### config.mk
export PLATFORM = sky130hd
export DESIGN_NAME = http_chunked_body_decoder
export DESIGN_NICKNAME = d
export VERILOG_FILES = /design/src/rtl/chb_pkg.sv /design/src/rtl/chb_parse.sv /design/src/rtl/chb_outq.sv /design/src/rtl/http_chunked_body_decoder.sv
export SDC_FILE = /design/constraint.sdc
export NUM_CORES = 1
export LEC_CHECK = 0
export BUFFER_PORTS_ARGS = -buffer_cell sky130_fd_sc_hd__buf_2
export CORE_ASPECT_RATIO = 0.8
export CORE_MARGIN = 8
export CORE_UTILIZATION = 62
export CTS_BUF_LIST = sky130_fd_sc_hd__clkbuf_8
export DETAILED_ROUTE_END_ITERATION = 10
export PLACE_DENSITY = 0.88
export SETUP_SLACK_MARGIN = 0.1
export SLEW_MARGIN = 20
export SYNTH_ARGS = -nofsm -noshare
export SYNTH_HDL_FRONTEND = slang
export SYNTH_SLANG_ARGS = --single-unit
### constraint.sdc
create_clock -name clock -period 5.8 [get_ports clock]
set_input_delay 0.87 -clock clock [delete_from_list [all_inputs] [get_ports clock]]
set_output_delay 0.87 -clock clock [all_outputs]
set_load 0.1 [all_outputs]
### src/rtl/chb_pkg.sv
package chb_pkg;

   // size field width default
   localparam int SIZE_BITS_DEFAULT = 32;

   // reset value of the body length limit
   localparam logic [31:0] MAX_BODY_RESET = 32'd1048576;

   // input selector codes
   localparam logic [1:0] FUNC_BYTE = 2'd0;
   localparam logic [1:0] FUNC_END  = 2'd1;
   localparam logic [1:0] FUNC_NEW  = 2'd2;

   // result kind codes
   localparam logic [1:0] KIND_BYTE = 2'd0;
   localparam logic [1:0] KIND_DONE = 2'd1;
   localparam logic [1:0] KIND_ERR  = 2'd2;

   // error codes
   localparam logic [1:0] ERR_BAD_SIZE  = 2'd0;
   localparam logic [1:0] ERR_TOO_LARGE = 2'd1;
   localparam logic [1:0] ERR_EARLY_END = 2'd2;

   // line characters
   localparam logic [7:0] CHAR_CR    = 8'h0D;
   localparam logic [7:0] CHAR_LF    = 8'h0A;
   localparam logic [7:0] CHAR_SPACE = 8'h20;
   localparam logic [7:0] CHAR_TAB   = 8'h09;

   // bytes dropped after each chunk and after the zero chunk
   localparam logic [1:0] TRAILER_SKIP = 2'd2;

   // one result item
   typedef struct packed {
      logic [1:0] kind;
      logic [7:0] body_byte;
      logic [1:0] error_code;
      logic       last;
   } chb_result_type;

   // hex digit detect
   function automatic logic is_hex(input logic [7:0] c);
      return (c >= "0" && c <= "9") || (c >= "a" && c <= "f") || (c >= "A" && c <= "F");
   endfunction

   // hex digit value, only meaningful when is_hex
   function automatic logic [3:0] hex_val(input logic [7:0] c);
      logic [7:0] v;
      if (c >= "0" && c <= "9") begin
         v = c - 8'h30;
      end else if (c >= "a" && c <= "f") begin
         v = c - 8'h57;
      end else begin
         v = c - 8'h37;
      end
      return v[3:0];
   endfunction

   // space, tab, lf, vt, ff, cr
   function automatic logic is_blank(input logic [7:0] c);
      return (c == CHAR_SPACE) || (c >= CHAR_TAB && c <= CHAR_CR);
   endfunction

endpackage

### src/rtl/chb_parse.sv
module chb_parse
   import chb_pkg::*;
#(
   parameter int SIZE_BITS = SIZE_BITS_DEFAULT
) (
   input  logic           clock,
   input  logic           reset,
   input  logic           item_valid,
   input  logic [1:0]     item_func,
   input  logic [7:0]     item_byte,
   input  logic           csr_wr_en,
   input  logic [31:0]    csr_wr_data,
   output logic           res_valid,
   output chb_result_type res
);

   localparam int SUM_W = ((SIZE_BITS > 33) ? SIZE_BITS : 33) + 1;

   typedef enum logic [2:0] {
      PH_LEAD,
      PH_DIGITS,
      PH_REST,
      PH_DATA,
      PH_SKIP,
      PH_FINAL,
      PH_DONE,
      PH_ERROR
   } phase_type;

   phase_type            phase_ff, phase_in;
   logic [SIZE_BITS-1:0] size_ff, size_in;
   logic                 digits_ff, digits_in;
   logic                 cr_ff, cr_in;
   logic [SIZE_BITS-1:0] left_ff, left_in;
   logic [1:0]           skip_ff, skip_in;
   logic [32:0]          total_ff, total_in;
   logic [31:0]          max_body_ff;
   logic [SUM_W-1:0]     new_total;
   logic                 too_large;

   // running total plus the size just read, against the limit
   // a limit lowered below the running total leaves the room unbounded
   assign new_total = SUM_W'(size_ff) + SUM_W'(total_ff);
   assign too_large = (total_ff <= {1'b0, max_body_ff}) &&
                      (new_total > SUM_W'(max_body_ff));

   // next state and result
   always_comb begin
      phase_type cur;
      phase_in  = phase_ff;
      size_in   = size_ff;
      digits_in = digits_ff;
      cr_in     = cr_ff;
      left_in   = left_ff;
      skip_in   = skip_ff;
      total_in  = total_ff;
      res_valid = 1'b0;
      res       = '0;
      cur       = phase_ff;
      if (item_valid) begin
         case (item_func)
            FUNC_NEW: begin
               phase_in  = PH_LEAD;
               size_in   = '0;
               digits_in = 1'b0;
               cr_in     = 1'b0;
               left_in   = '0;
               skip_in   = '0;
               total_in  = '0;
            end
            FUNC_END: begin
               if (phase_ff != PH_DONE && phase_ff != PH_ERROR) begin
                  res_valid      = 1'b1;
                  res.kind       = KIND_ERR;
                  res.error_code = ERR_EARLY_END;
                  res.last       = 1'b1;
                  phase_in       = PH_ERROR;
               end
            end
            FUNC_BYTE: begin
               case (phase_ff)
                  PH_LEAD, PH_DIGITS, PH_REST: begin
                     if (cr_ff && item_byte == CHAR_LF) begin
                        // crlf closes the size line
                        cr_in = 1'b0;
                        if (!digits_ff) begin
                           res_valid      = 1'b1;
                           res.kind       = KIND_ERR;
                           res.error_code = ERR_BAD_SIZE;
                           res.last       = 1'b1;
                           phase_in       = PH_ERROR;
                        end else if (size_ff == '0) begin
                           phase_in = PH_FINAL;
                           skip_in  = TRAILER_SKIP;
                        end else if (too_large) begin
                           res_valid      = 1'b1;
                           res.kind       = KIND_ERR;
                           res.error_code = ERR_TOO_LARGE;
                           res.last       = 1'b1;
                           phase_in       = PH_ERROR;
                        end else begin
                           total_in = new_total[32:0];
                           left_in  = size_ff;
                           phase_in = PH_DATA;
                        end
                     end else begin
                        // lone cr: blank before digits, terminator after
                        if (cr_ff) begin
                           cr_in = 1'b0;
                           cur   = (phase_ff == PH_LEAD) ? PH_LEAD : PH_REST;
                        end
                        if (item_byte == CHAR_CR) begin
                           cr_in    = 1'b1;
                           phase_in = cur;
                        end else if (cur == PH_LEAD && is_blank(item_byte)) begin
                           phase_in = cur;
                        end else if ((cur == PH_LEAD || cur == PH_DIGITS) &&
                                     is_hex(item_byte)) begin
                           if (size_ff[SIZE_BITS-1 -: 4] != 4'd0) begin
                              res_valid      = 1'b1;
                              res.kind       = KIND_ERR;
                              res.error_code = ERR_BAD_SIZE;
                              res.last       = 1'b1;
                              phase_in       = PH_ERROR;
                           end else begin
                              size_in   = {size_ff[SIZE_BITS-5:0], hex_val(item_byte)};
                              digits_in = 1'b1;
                              phase_in  = PH_DIGITS;
                           end
                        end else begin
                           phase_in = PH_REST;
                        end
                     end
                  end
                  PH_DATA: begin
                     left_in = left_ff - SIZE_BITS'(1);
                     if (left_ff == SIZE_BITS'(1)) begin
                        phase_in = PH_SKIP;
                        skip_in  = TRAILER_SKIP;
                     end
                     res_valid     = 1'b1;
                     res.kind      = KIND_BYTE;
                     res.body_byte = item_byte;
                  end
                  PH_SKIP: begin
                     if (skip_ff <= 2'd1) begin
                        skip_in   = '0;
                        phase_in  = PH_LEAD;
                        size_in   = '0;
                        digits_in = 1'b0;
                        cr_in     = 1'b0;
                     end else begin
                        skip_in = skip_ff - 2'd1;
                     end
                  end
                  PH_FINAL: begin
                     if (skip_ff <= 2'd1) begin
                        skip_in  = '0;
                        res_valid = 1'b1;
                        res.kind  = KIND_DONE;
                        res.last  = 1'b1;
                        phase_in  = PH_DONE;
                     end else begin
                        skip_in = skip_ff - 2'd1;
                     end
                  end
                  default: begin
                  end
               endcase
            end
            default: begin
            end
         endcase
      end
   end

   // state and limit register
   always_ff @(posedge clock) begin
      if (reset) begin
         phase_ff    <= PH_LEAD;
         size_ff     <= '0;
         digits_ff   <= 1'b0;
         cr_ff       <= 1'b0;
         left_ff     <= '0;
         skip_ff     <= '0;
         total_ff    <= '0;
         max_body_ff <= MAX_BODY_RESET;
      end else begin
         phase_ff  <= phase_in;
         size_ff   <= size_in;
         digits_ff <= digits_in;
         cr_ff     <= cr_in;
         left_ff   <= left_in;
         skip_ff   <= skip_in;
         total_ff  <= total_in;
         if (csr_wr_en) begin
            max_body_ff <= csr_wr_data;
         end
      end
   end

   // an error result parks the parser in the error phase
   a_err_sticks: assert property (@(posedge clock) disable iff (reset)
      (res_valid && res.kind == KIND_ERR) |=> (phase_ff == PH_ERROR))
      else $error("error result did not enter error phase");

   // data phase always has bytes outstanding
   a_data_left: assert property (@(posedge clock) disable iff (reset)
      (phase_ff == PH_DATA) |-> (left_ff != '0))
      else $error("data phase with no bytes left");

endmodule

### src/rtl/chb_outq.sv
module chb_outq
   import chb_pkg::*;
(
   input  logic           clock,
   input  logic           reset,
   input  logic           push,
   input  chb_result_type push_data,
   output logic           not_full,
   output logic           out_valid,
   input  logic           out_ready,
   output chb_result_type out_data
);

   logic [1:0]     count_ff, count_in;
   chb_result_type head_ff, head_in;
   chb_result_type tail_ff, tail_in;
   logic           pop;

   assign pop       = out_valid && out_ready;
   assign out_valid = (count_ff != 2'd0);
   assign out_data  = head_ff;
   assign not_full  = (count_ff != 2'd2);

   // two-entry buffer, head always presented
   always_comb begin
      count_in = count_ff;
      head_in  = head_ff;
      tail_in  = tail_ff;
      case (count_ff)
         2'd0: begin
            if (push) begin
               head_in  = push_data;
               count_in = 2'd1;
            end
         end
         2'd1: begin
            if (push && pop) begin
               head_in = push_data;
            end else if (push) begin
               tail_in  = push_data;
               count_in = 2'd2;
            end else if (pop) begin
               count_in = 2'd0;
            end
         end
         default: begin
            if (pop) begin
               head_in  = tail_ff;
               count_in = 2'd1;
            end
         end
      endcase
   end

   always_ff @(posedge clock) begin
      if (reset) begin
         count_ff <= 2'd0;
      end else begin
         count_ff <= count_in;
      end
      head_ff <= head_in;
      tail_ff <= tail_in;
   end

   // occupancy never passes two
   a_count_max: assert property (@(posedge clock) disable iff (reset)
      count_ff != 2'd3)
      else $error("output buffer overfilled");

   // a full buffer with no pop keeps its head item
   a_full_hold: assert property (@(posedge clock) disable iff (reset)
      (count_ff == 2'd2 && !pop) |=> (count_ff == 2'd2 && $stable(head_ff)))
      else $error("full output buffer changed without a pop");

endmodule

### src/rtl/http_chunked_body_decoder.sv
// Chunked transfer body decoder. Feed the bytes that follow the message headers one item
// per cycle on the req_ channel (tuser selects stream byte, end of input or start of a new
// body) and the decoded body bytes come out on the rsp_ channel, followed by one body
// complete item or one error item, both marked with tlast. Each item is decoded in the
// cycle it is accepted, so the block sustains one item per clock; results pass through a
// two-entry output buffer, so req_tready only drops when both entries are held by a stalled
// rsp_ side. Errors and completion are sticky until a start-new-body item. The user must write the body
// length limit through csr_wr_en/csr_wr_data only while the block is idle; the block itself does
// not enforce this. SIZE_BITS sets the largest chunk size the size line may carry.
module http_chunked_body_decoder
   import chb_pkg::*;
#(
   parameter int SIZE_BITS = SIZE_BITS_DEFAULT
) (
   input  logic        clock,
   input  logic        reset,
   input  logic        req_tvalid,
   output logic        req_tready,
   input  logic [7:0]  req_tdata,   // [7:0] data_byte
   input  logic [1:0]  req_tuser,   // [1:0] func
   output logic        rsp_tvalid,
   input  logic        rsp_tready,
   output logic [15:0] rsp_tdata,   // [7:0] body_byte, [9:8] error_code, rest zero
   output logic [1:0]  rsp_tuser,   // [1:0] kind
   output logic        rsp_tlast,
   input  logic        csr_wr_en,
   input  logic [31:0] csr_wr_data
);

   logic           accept;
   logic           res_valid;
   chb_result_type res;
   chb_result_type out_item;

   assign accept = req_tvalid && req_tready;

   // byte parser and chunk state
   chb_parse #(
      .SIZE_BITS(SIZE_BITS)
   ) u_parse (
      .clock      (clock),
      .reset      (reset),
      .item_valid (accept),
      .item_func  (req_tuser),
      .item_byte  (req_tdata),
      .csr_wr_en  (csr_wr_en),
      .csr_wr_data(csr_wr_data),
      .res_valid  (res_valid),
      .res        (res)
   );

   // result buffer
   chb_outq u_outq (
      .clock    (clock),
      .reset    (reset),
      .push     (res_valid),
      .push_data(res),
      .not_full (req_tready),
      .out_valid(rsp_tvalid),
      .out_ready(rsp_tready),
      .out_data (out_item)
   );

   // pack result fields
   assign rsp_tdata = {6'd0, out_item.error_code, out_item.body_byte};
   assign rsp_tuser = out_item.kind;
   assign rsp_tlast = out_item.last;

endmodule
; ---- Word level (Yosys, flattened, before mapping)
; Cells that the tools add are included.
[op_classes]
add_sub_neg = 6
mul = 0
div_mod_pow = 0
n_lt_le_gt_ge = 11
n_eq_ne = 43
n_shift = 0
muxes = 111
bitwise = 1
n_reduce_logical = 37
[op_table]
columns = cell, count
row1 = $mux 32, 10
row2 = $pmux 32 s2, 4
row3 = $mux 33, 5
row4 = $mux 3, 24
row5 = $pmux 33 s2, 1
row6 = $mux 13, 4
row7 = $mux 2, 22
row8 = $add 32x33->34, 1
row9 = $gt 34x32->1, 1
row10 = $le 33x32->1, 1
row11 = $eq 32x1->1 const B, 1
row12 = $logic_not 32->1, 1
row13 = $sub 32x1->32 const B, 1
row14 = $ne 3x3->1 const B, 10
row15 = $reduce_and 7->1, 4
row16 = $pmux 13 s2, 1
row17 = $mux 1, 21
row18 = $ne 3x2->1 const B, 7
row19 = $eq 8x4->1 const B, 2
row20 = $ge 8x7->1 const B, 2
row21 = $le 8x7->1 const B, 2
row22 = $mux 8, 2
row23 = $pmux 2 s2, 4
row24 = $logic_and 1x1->1, 12
row25 = 38 further kinds, 66
[word_totals]
ff_bits = 164
latch_bits = 0
ramBits = 0
mem_bits_ro = 0
inputBits = 47
out_inout_bits = 21
wordCells = 226
n_memories = 0

; ---- Depth between registers and ports, before layout
[depth]
depth_word = 20
mapped_depth = 23
mapped_depth_nobuf = 22

; ---- By module
; A second synthesis with hierarchy kept.
[unflattened]
hier_cells = 1291
area_unflattened_um2 = 10889.2
[by_module_without_submodules]
columns = mod, instances, cells_per_inst, area_per_inst_um2, seq_area_each_um2
row1 = chb_parse, 1, 1226, 9741.8, 2722.6
row2 = chb_outq, 1, 57, 1092.3, 820.8
row3 = http_chunked_body_decoder, 1, 8, 55.1, 0.0

; ---- Worst setup path before layout
; Ideal clock, no wire load.
[synth_timing]
path_kind = reg-to-reg
start = reg u_parse.size_ff[17]
end = reg u_outq.head_ff, in the netlist u_outq.out_data[0], enable pin
setup_ns = 0.387
arrival_time_ns = 4.862
t_required_ns = 5.413
slack_ns = 0.551
stages_incl_launch_ff = 22
n_path_buf = 0
synth_period_minus_slack_ns = 5.249
path_cell_list = dfxtp_1 > ha_1 > nand3_2 > or4_1 > a211o_1 > a31oi_1 > o21ai_0 > a21boi_1 > o21a_1 > nor2_1 > xnor2_1 > ha_1 > and4_1 > nor2b_1 > a31oi_1 > a21boi_0 > a21oi_1 > a31oi_4 > a22oi_4 > a31oi_2 > nor2_1 > a21oi_1
[synth_via]
elab_chain_len = 13
elab_cells_between_ends = 15
cone_classes = 1 x add/sub / 1 x order compare / 2 x eq/ne / 7 x mux / 4 x reduce/logical
[synth_lines]
columns = element, line_no
row1 = start: declaration, chb_parse.sv:31  ; logic [SIZE_BITS-1:0] size_ff, size_in;
row2 = start signal: assignment, chb_parse.sv:190  ; size_ff <= size_in;
row3 = $add 32x33->34, chb_parse.sv:43  ; assign new_total = SUM_W'(size_ff) + SUM_W'(total_ff);
row4 = $gt 34x32->1, chb_parse.sv:45  ; (new_total > SUM_W'(max_body_ff));
row5 = $logic_and 1x1->1, chb_parse.sv:44  ; assign too_large = (total_ff <= {1'b0, max_body_ff}) &&
row6 = $mux 1, chb_parse.sv:95  ; end else if (too_large) begin
row7 = $mux 1 *, chb_parse.sv:92  ; end else if (size_ff == '0) begin
row8 = $mux 1 *, chb_parse.sv:86  ; if (!digits_ff) begin
row9 = $mux 1 *, chb_parse.sv:83  ; if (cr_ff && item_byte == CHAR_LF) begin
row10 = $pmux 1 s3 *, chb_parse.sv:81  ; case (phase_ff)
row11 = $pmux 1 s2 *, chb_parse.sv:61  ; case (item_func)
row12 = $mux 1 *, chb_parse.sv:60  ; if (item_valid) begin
row13 = $logic_and 1x1->1, chb_outq.sv:37  ; if (push && pop) begin
row14 = $ne 2x1->1 (no source line), -
row15 = $reduce_and 3->1 (no source line) *, -
row16 = end signal: assignment, chb_outq.sv:61  ; head_ff <= head_in;
row17 = end: declaration, chb_outq.sv:15  ; chb_result_type head_ff, head_in;
; Mark *: on every way between the ends. The rest lies on a longest branch, timed or not.
; A chain may end at the register's enable or synchronous reset.

; ---- Worst setup path in the final report
[layout_timing]
start = reg u_parse.size_ff[2]
end = reg u_outq.tail_ff[6] (netlist name), enable pin
[layout_via]
elab_chain_len = 13
elab_cells_between_ends = 14
cone_classes = 1 x add/sub / 1 x order compare / 7 x mux / 1 x bitwise / 4 x reduce/logical
[layout_lines]
columns = element, line_no
row1 = $add 32x33->34, chb_parse.sv:43
row2 = $gt 34x32->1, chb_parse.sv:45
row3 = $logic_and 1x1->1, chb_parse.sv:44
row4 = $mux 1, chb_parse.sv:95
row5 = $mux 1 *, chb_parse.sv:92
row6 = $mux 1 *, chb_parse.sv:86
row7 = $mux 1 *, chb_parse.sv:83
row8 = $pmux 1 s3 *, chb_parse.sv:81
row9 = $pmux 1 s2 *, chb_parse.sv:61
row10 = $mux 1 *, chb_parse.sv:60
row11 = $logic_and 1x1->1, chb_outq.sv:37
row12 = $not 1->1 (no source line), -
row13 = $reduce_and 3->1 (no source line) *, -
row14 = end signal: assignment, chb_outq.sv:62  ; tail_ff <= tail_in;
row15 = end: declaration, chb_outq.sv:16  ; chb_result_type tail_ff, tail_in;
; Marks and branches as above.

==> results.json <==
{
  "hold_buffers": 0,
  "fmax_mhz": 187,
  "antenna_found_initial": 1,
  "syn_area_mm2": 0.0110,
  "finalMaxSlewViolations": 0,
  "syn_avg_cell_area_um2": 8.36,
  "ant_nets": 0,
  "path_class": "flip-flop to flip-flop",
  "syn_to_final_growth_pct": 8.99,
  "r2r_end": "u_outq.tail_ff[6]$_DFFE_PP_",
  "core-area_mm2": 0.0173,
  "finalWirelength_um": 30900,
  "yosysSeqAreaShare_pct": 32.3,
  "drive_above_1_share_pct": 14.3,
  "ys_seq_elements": 164,
  "num_rows": 43,
  "rr_worst_depth": 22,
  "vias": 10400,
  "rsz0062_at_grt": "no",
  "hold_path_startpoint": "u_parse.skip_ff[0]$_SDFFE_PP0P_",
  "p_leak_nw": 5.00,
  "hold_end": "u_parse.skip_ff[0]$_SDFFE_PP0P_",
  "place_congestion": 0.947,
  "io_pins": 68,
  "synth.largest_area_cell": "dfxtp_1",
  "max_cap_violations": 0,
  "portBuffers": 61,
  "hold_path_depth": 2,
  "grt_usage_pct": 27.6,
  "clk_latency_ns": 0.48,
  "rrSetupSlack_ns": 0.44,
  "fin_crit_ns": 5.36,
  "synthDistinctLibCells": 90,
  "status": "complete, no violations",
  "fp.dieW_um": 165,
  "synth-edff-count": 26,
  "clk_pin_slew_ns": 0.10,
  "overflow": 0,
  "relSlewSlack_pct": 30.6,
  "synthCells": 1313,
  "r2r-start": "u_parse.size_ff[2]$_SDFFE_PP0P_",
  "p_per_area_mw_per_mm2": 196,
  "die_y_um": 135,
  "hold_class": "flip-flop to flip-flop",
  "diodes": 0,
  "final-setup-viol-count": 0,
  "drt_pass1_iterations": 7,
  "wl_per_cell_um": 19.4,
  "clock-sinks": 164,
  "hold_viol_final": 0,
  "cts_buffer_depth": 2,
  "ir_drop_mv": 0.123,
  "cts_tree": "built",
  "drc_errors": 0,
  "period_share_pct": 92.3,
  "critPathCaptureType": "flip-flop",
  "grt_pass1_wl_um": 50000,
  "critPathRequiredTime_ns": 6.04,
  "crit_fanout": 13,
  "dieArea_mm2": 0.0222,
  "synthArstFlopShare_pct": 0,
  "critPathLaunchType": "flip-flop",
  "synth_top_area_share_pct": 25.2,
  "cts_buffers": 17,
  "setup_tns_ns": 0,
  "hpwl_um": 22900,
  "cts_max_level": 4,
  "synth_ff_type": "dfxtp_1",
  "hold_ws_ns": 0.485,
  "final_util_pct": 69.1,
  "grt_pass1_vias": 9881,
  "ys_warn_count": 0,
  "grt_max_degree": 83,
  "drt_iter0_drc": 1241,
  "synthTopCellsByArea": "dfxtp_1 25%, ha_1 12%, edfxtp_1 7.1%, a21oi_1 5.9%, nand2_1 5.3%",
  "crit_arrival_ns": 5.60,
  "fin_nets": 1510,
  "cts-root-buf": "clkbuf_8",
  "vias_per_cell": 6.49,
  "worst_slew_pin_slew_ns": 1.04,
  "skew_ns": 0.0140,
  "start_util_pct": 63.4
}
## report_power, final
| group | internal (mW) | switching, mW | leakage, nW |
|---|---|---|---|
| Combinational | 0.0911 | 0.193 | 3.44 |
| Clock | 0.385 | 0.484 | 0.177 |
| Sequential | 1.17 | 0.0162 | 1.39 |
## cell families (layout without fill, tap and decap cells)
family                     Yosys count  in the layout  synth area share, %
other                                1              6               0.0342
AOI/OAI and AO/OA                  361            361                 22.7
buffers and inverters              120            174                 4.71
xor gates and xnor gates            37             37                 2.95
DFF                                164            164                 32.3
muxes                               46             46                 4.34
adders and majority gates          104            104                 11.9
and+or+nand+nor                    480            480                 21.1
## stage by stage
stage,worst slack (ns),power [mW],std cells,instance area [um2]
6_report,0.444,2.34,1597,12000
5_1_grt,0.0789,2.41,1597,12000
4_1_cts,0.196,2.33,1594,11900
3_5_place_dp,0.254,1.49,1562,11500
3_3_place_gp,0.342,1.48,1562,11500
2_1_floorplan,0.551,1.41,1318,11000
## critical path, cell delays in order (launching register included)
cell,delay (ns)
dfxtp_1,0.39
ha_1,0.38
o21ai_0,0.13
nor4_1,0.40
o21ai_0,0.26
a21oi_1,0.24
a211oi_2,0.09
o21ai_2,0.31
nand2_1,0.12
a311oi_1,0.33
xor2_1,0.22
ha_1,0.27
a21oi_1,0.14
nor2_1,0.09
nor4_1,0.28
nand4_1,0.21
a21oi_4,0.33
a31oi_4,0.15
a22oi_4,0.24
a31oi_4,0.14
nand4_1,0.14
inv_1,0.10
buf_12,0.15
## Yosys cell counts, drive strengths merged (26+ instances only)
cell and instances:
a21oi 130, a22oi 32, clkbuf 49, dfxtp 138, edfxtp 26, ha 103
inv 55, mux2i 33, nand2 156, nand3 56, nor2 127, o21ai 53
## layout make-up
cell class | instances | area [um2]
Multi-Input combinational cell | 1034 | 6990
Clock buffer | 17 | 234
Clock inverter | 15 | 156
Fill cell | 1397 | 5360
Timing Repair Buffer | 86 | 546
Inverter | 56 | 210
Sequential cell | 164 | 3550
Tap cell | 225 | 282
## cell usage in the layout, fill, tap and decap left out, types with 12 or more instances in the layout
cell type	Yosys	routed
a31oi_1	14	13
mux2i_1	33	33
clkbuf_8	0	17
nor4_1	21	20
buf_4	9	22
a22oi_2	19	19
nand2_1	155	155
o21ai_0	49	47
a22oi_1	12	12
xnor2_1	25	25
edfxtp_1	26	26
a21o_1	14	14
dfxtp_1	138	136
o2111ai_1	13	13
inv_1	55	55
buf_2	2	60
nor2_1	125	124
a21oi_1	129	126
nand4_1	20	20
xor2_1	12	12
nor3_1	22	22
mux2_2	13	13
and3_1	13	13
ha_1	103	103
nand3_1	55	55
## worst max path at each step
stage	startpoint	endpoint	slack [ns]	cells past startpoint
2_1_floorplan	u_parse.size_ff[17]$_SDFFE_PP0P_	u_outq.out_data[0]$_DFFE_PP_	0.55	21
3_3_place_gp	u_parse.size_ff[0]$_SDFFE_PP0P_	u_outq.out_data[9]$_DFFE_PP_	0.34	22
3_5_place_dp	u_parse.size_ff[1]$_SDFFE_PP0P_	u_outq.tail_ff[3]$_DFFE_PP_	0.25	21
4_1_cts	u_parse.size_ff[0]$_SDFFE_PP0P_	u_outq.tail_ff[6]$_DFFE_PP_	0.20	22
5_1_grt	u_parse.size_ff[2]$_SDFFE_PP0P_	u_parse.left_ff[12]$_SDFFE_PP0P_	0.08	23
6_report	u_parse.size_ff[2]$_SDFFE_PP0P_	u_outq.tail_ff[6]$_DFFE_PP_	0.44	22
## layer usage
layer	part of all wire, %	vias up	GRT usage (%)
met5	0.042	-	0
met4	3.0	2	11.5
met3	8.8	89	4.41
met2	45	468	43.8
met1	43	4889	36.6
li1	-	4910	-
## sequential cells by signal (all words and copies together), names as in the netlist
register and count:
u_parse.digits_ff 1, u_outq.out_data 13, u_parse.cr_ff 1, u_outq.tail_ff 13
u_parse.size_ff 32, u_parse.phase_ff 3, u_parse.skip_ff 2, u_parse.left_ff 32
u_parse.max_body_ff 32, u_outq.count_ff 2, u_parse.total_ff 33
## what timing repair did
item                       in CTS  in global routing
setup buffers                   0                  3
setup endpoints to repair       0                 99
resized for setup               0                 12
Note: power is estimated with default switching activity, not from simulation.
